### src/rtl/vna_pkg.sv
package vna_pkg;

  // Field widths
  localparam int VIDX_W = 10;
  localparam int POS_W  = 24;
  localparam int SUM_W  = 24;
  localparam int NRM_W  = 16;
  localparam int CRS_W  = 51;   // cross product component, signed
  localparam int SQ_W   = 30;   // component magnitude after scaling
  localparam int RT_W   = 31;   // square root of a sum of three squares

  // Store sizes
  localparam int NVERT    = 1024;
  localparam int MAX_POLY = 8;
  localparam int PL_W     = 3;  // polygon list index
  localparam int FILL_W   = 4;  // polygon fill count, 0..MAX_POLY

  // Command queue
  localparam int QDEPTH = 4;
  localparam int QPTR_W = 2;

  typedef enum logic [1:0] {
    KIND_WRITE = 2'd0,
    KIND_POLY  = 2'd1,
    KIND_QUERY = 2'd2,
    KIND_CLEAR = 2'd3
  } kind_t;

  typedef enum logic [1:0] {
    STAT_OK   = 2'd0,
    STAT_ZERO = 2'd1,
    STAT_DROP = 2'd2
  } status_t;

  typedef enum logic [2:0] {
    OP_WRITE,
    OP_VERTEX,
    OP_CLOSE,
    OP_QUERY,
    OP_CLEAR
  } op_t;

  typedef struct packed {
    op_t                    op;
    logic [VIDX_W-1:0]      idx;
    logic [POS_W-1:0]       x;
    logic [POS_W-1:0]       y;
    logic [POS_W-1:0]       z;
  } cmd_t;

endpackage

### src/rtl/vna_fifo.sv
module vna_fifo import vna_pkg::*; (
  input  logic  clk,
  input  logic  rst,
  input  logic  push,
  input  cmd_t  din,
  output logic  full,
  input  logic  pop,
  output cmd_t  dout,
  output logic  empty
);

  cmd_t              mem [QDEPTH];
  logic [QPTR_W-1:0] wp;
  logic [QPTR_W-1:0] rp;
  logic [QPTR_W:0]   count;

  assign full  = count == (QPTR_W+1)'(QDEPTH);
  assign empty = count == '0;
  assign dout  = mem[rp];

  always_ff @(posedge clk) begin
    if (push) mem[wp] <= din;
  end

  always_ff @(posedge clk) begin
    if (rst) begin
      wp    <= '0;
      rp    <= '0;
      count <= '0;
    end else begin
      if (push) wp <= wp + 1'b1;
      if (pop)  rp <= rp + 1'b1;
      case ({push, pop})
        2'b10:   count <= count + 1'b1;
        2'b01:   count <= count - 1'b1;
        default: count <= count;
      endcase
    end
  end

endmodule

### config.mk
export PLATFORM = sky130hd
export DESIGN_NAME = vna_fifo
export DESIGN_NICKNAME = d
export VERILOG_FILES = /design/src/rtl/vna_pkg.sv /design/src/rtl/vna_fifo.sv
export SDC_FILE = /design/constraint.sdc
export NUM_CORES = 1
export LEC_CHECK = 0
export BUFFER_PORTS_ARGS = -buffer_cell sky130_fd_sc_hd__buf_2
export CAP_MARGIN = 5
export CORE_ASPECT_RATIO = 2
export CORE_MARGIN = 4
export CORE_UTILIZATION = 49
export CTS_CLUSTER_SIZE = 25
export DETAILED_ROUTE_END_ITERATION = 12
export HOLD_SLACK_MARGIN = 0.12
export PLACE_DENSITY = 0.75
export SLEW_MARGIN = 25
export SYNTH_ARGS = -nofsm -noshare
export SYNTH_HDL_FRONTEND = slang
export SYNTH_SLANG_ARGS = --single-unit
### constraint.sdc
create_clock -name clk -period 3.7 [get_ports clk]
set_input_delay 0.37 -clock clk [delete_from_list [all_inputs] [get_ports clk]]
set_output_delay 0.37 -clock clk [all_outputs]
set_load 0.05 [all_outputs]
# Word level (Yosys, flattened, before mapping)
# Memory sizes are Yosys's and may differ from the RTL's. A register that Yosys moved wholly into a read port is not among the register bits.
# Index checks and enable logic that the tools add are counted.
# W data, S select, Z words.
classes:
  addsub: 4
  mul: 0
  n_div: 0
  magnitude_cmp: 0
  n_eq_ne: 3
  n_shift: 0
  muxes: 5
  bitwise: 0
  n_reduce_logical: 2
ops:
  columns: ["operator", "count"]
  rows:
  - ["$pmux W3 S2", 1]
  - ["$add A2 B1 Y2 const B", 2]
  - ["$mux W2", 2]
  - ["$add A3 B1 Y3 const B", 1]
  - ["$eq A3 B3 Y1 const B", 1]
  - ["$logic_not A3 Y1", 1]
  - ["$sub A3 B1 Y3 const B", 1]
  - ["$eq A2 B1 Y1 const B", 1]
  - ["$eq A2 B2 Y1 const B", 1]
  - ["$mux W1", 2]
  - ["$reduce_bool A2 Y1", 1]
word_totals:
  reg_bits: 7
  latchBits: 0
  ramBits: 340
  romBits: 0
  in_bits: 89
  output_inout_bits: 87
  elab_cells: 18
  n_memories: 1
mem_list:
  columns: ["memory", "depth", "word_bits", "rd", "rd_clocked_by_memory_dff", "write_ports", "line_no", "source"]
  rows:
  - ["mem", 4, 85, 1, 1, 1, "vna_fifo.sv:12", "cmd_t mem [QDEPTH];"]

# Depth between registers and ports, before layout
depth:
  ltp_word: 3
  mapped_depth: 7
  ltp_nobuf: 7

# Worst setup path after synthesis
# Ideal clock, no wire load.
synth_path:
  kind: "reg-to-reg"
  startpoint: "register wp[0]"
  endpoint: "memory mem[0][0] (netlist bit), enable pin"
  setup_ps: 453
  arrival_ps: 2518
  t_required_ps: 3247
  slack_ps: 730
  stages_incl_launch_ff: 4
  path_buffers: 0
  period_less_slack_ps: 2970
  cell_sequence: "dfxtp_1 inv_1 ha_1 and2_1"
synth_rtl:
  columns: ["element", "line_no", "source"]
  rows:
  - ["start: declaration", "vna_fifo.sv:13", "logic [QPTR_W-1:0] wp;"]
  - ["start signal: assignment", "vna_fifo.sv:31", "if (push) wp <= wp + 1'b1;"]
  - ["end: declaration", "vna_fifo.sv:12", null]
# Straight into the memory's write port.

==> flow_summary.json <==
{
  "outcome": "completed",
  "port_buffers": 175,
  "routedWlPerCell_um": 22.3,
  "timing.hold.ws_ns": 0.180,
  "cts_resized": 0,
  "tns_ns": 0,
  "synth_top_family_by_area": "multiplexers",
  "p_leak_nw": 5.41,
  "cts_sinks": 349,
  "crit_type": "flip-flop to primary output",
  "cts_setup_buffers": 0,
  "maxSlewViolCount": 0,
  "core_area_um2": 25700,
  "grt_pass1_wl_um": 39000,
  "drv_cap": 0,
  "sw_frac_of_total_pct": 25.3,
  "synth_cell_types": 23,
  "avgSynthCellArea_um2": 26.0,
  "floorplan.rows": 83,
  "switchingPower_mw": 2.32,
  "setup_viol": 0,
  "hold_path.class": "input port to flip-flop",
  "area_growth_pct": 24.6,
  "drc_errors": 0,
  "fin_worst_skew_ns": 0.00949,
  "vias": 6061,
  "crit_path_end_kind": "primary output",
  "synthMuxAreaShare_pct": 15.1,
  "grt_antenna_before_repair": 2,
  "cts_root_buf": "clkbuf_16",
  "instances_no_fill": 1141,
  "final_layout_size_suffix_gt1_share_pct": 40.1,
  "synth_seq_cells": 349,
  "clk_latency_ns": 0.55,
  "critPathLaunchType": "flip-flop",
  "dieArea_um2": 28800,
  "final_cell_mix": "edfxtp_1 (340), buf_2 (175), dlygate4sd3_1 (87), mux4_2 (85), clkbuf_16 (31)",
  "cts_made_buffers": 30,
  "yosys.area_share.adder_pct": 0.648,
  "synthXorXnorAreaFrac_pct": 0.343,
  "gp_congestion": 0.746,
  "synthCells": 491,
  "arrival_ns": 2.46,
  "p_int_mw": 6.85,
  "finalPower_mw": 9.17,
  "finalHoldViolations": 0,
  "preCtsSetupSlack_ns": 1.34,
  "syn_nets": 586,
  "seq_area_frac_synth_pct": 81.5,
  "slew-limit-headroom_pct": 40.9,
  "worstMarginPinSlew_ns": 0.886,
  "seqPwrFrac_pct": 50.4,
  "pwr-share-comb_pct": 14.5,
  "fin_nets": 870,
  "grt_pass1_vias": 6780,
  "clk_pin_slew_ns": 0.06,
  "grt_util_all_layers_pct": 18.0,
  "power_frac_clock_pct": 35.1,
  "power_density_nw_per_um2": 577,
  "path_max_fanout": 30,
  "clock.fmax_mhz": 353,
  "fin_crit_sh_pct": 76.5,
  "layout_commonest_cell": "edfxtp_1",
  "hpwl_um": 15200,
  "clk_path_buf_depth": 3,
  "placed_cells": 996,
  "synthSimpleGateAreaFrac_pct": 0.598,
  "die_y_um": 236,
  "rsz0062_at_grt": "false",
  "grt_max_degree": 86,
  "ios": 176,
  "htree_num_levels": 1,
  "synth_compound_area_share_pct": 0.118,
  "irDropWorstVdd_v": 0.000423,
  "ant_nets": 0,
  "routed_wl_um": 25400,
  "routed_via_density": 5.31,
  "die_w_um": 122,
  "first_pass_iters": 4,
  "grt.overflow.total": 0,
  "netlist_area_um2": 12800,
  "cts_tree": "built",
  "cp_data_required_time_ns": 3.33,
  "drt_iter0_drc": 462,
  "setup_ws_ns": 0.870,
  "min_period_ns": 2.83,
  "synth_warnings": 0,
  "cts_hold_buf": 87,
  "start_util_pct": 49.7
}
[power by group through the flow]
stage / sequential (mW) / combinational [mW] / clock (mW)
6_report: 4.62 / 1.33 / 3.22
5_1_grt: 4.64 / 1.39 / 3.44
4_1_cts: 4.63 / 1.35 / 3.28
3_5_place_dp: 4.71 / 1.27 / 0
3_3_place_gp: 4.70 / 1.25 / 0
2_1_floorplan: 4.66 / 0.982 / 0
[registers in the layout, indices dropped and copies added, names as in the netlist, named ones only]
| name | flops |
|---|---|
| mem | 340 |
| wp | 2 |
| rp | 2 |
| count | 3 |
[through the flow]
stage          area (um^2)  utilization (%)
4_1_cts              15900             61.9
6_report             15900             62.0
5_1_grt              15900             62.0
2_1_floorplan        12800                -
3_5_place_dp         14000             54.6
3_3_place_gp         14000             54.6
[synthesized netlist by cell type]
cell / count / share of area, %
dfxtp_1: 9 / 1.4
mux4_2: 85 / 15
nand2_1: 1 / 0.029
mux2i_1: 1 / 0.078
ha_1: 5 / 0.49
a21oi_1: 2 / 0.078
buf_1: 3 / 0.088
edfxtp_1: 340 / 80
inv_1: 6 / 0.18
nor3_1: 1 / 0.039
xnor2_1: 2 / 0.14
and3_1: 1 / 0.049
clkbuf_1: 1 / 0.029
buf_6: 1 / 0.088
o21ai_0: 1 / 0.039
xor2_1: 3 / 0.21
or3_1: 1 / 0.049
buf_4: 3 / 0.18
and2_1: 4 / 0.20
buf_2: 6 / 0.24
fa_1: 1 / 0.16
nor2_1: 8 / 0.24
buf_12: 6 / 0.94
[path summary, 6_finish.rpt]
kind / cells after the start / slack [ns] / end / startpoint
worst max-delay path: 3 / 0.87 / dout[84] / flip-flop
worst min-delay path: 3 / 0.18 / wp[0] / push
worst max register to register: 4 / 1.69 / mem[2][12] / wp[0]
worst min register to register: 2 / 0.54 / count[2] / count[2]
[cell type report]
| type | instances | area (um^2) |
|---|---|---|
| flip-flops and latches | 349 | 10400 |
| fillers | 1791 | 9760 |
| clock buffers | 35 | 791 |
| well taps | 340 | 425 |
| repair buffers | 272 | 1870 |
| inverters | 6 | 22.5 |
| multi-input cells | 116 | 2150 |
| clock inverters | 21 | 226 |
| diodes | 2 | 5.00 |
[logic make-up after synthesis]
kind of cell             count (synthesis)
flip-flops                             349
multiplexers                            86
buffers and inverters                   26
AND/OR/NAND/NOR                         16
adder cells (fa/ha/maj)                  6
XOR/XNOR                                 5
AO/OA/AOI/OAI                            3
[worst max-delay path, cell delays in order (launching register included)]
cell and delay [ns]:
dfxtp_4 0.73, buf_12 0.33, mux4_2 0.58, buf_2 0.24
[layer usage]
metal / vias to the layer above / GRT usage, % / share of wire [%]
li1: 2659 / - / -
met1: 3157 / 20.3 / 35
met2: 187 / 32.9 / 56
met3: 58 / 2.76 / 4.8
met4: 0 / 8.09 / 4.1
met5: - / 0 / 0
(Power assumes the default switching activity.)
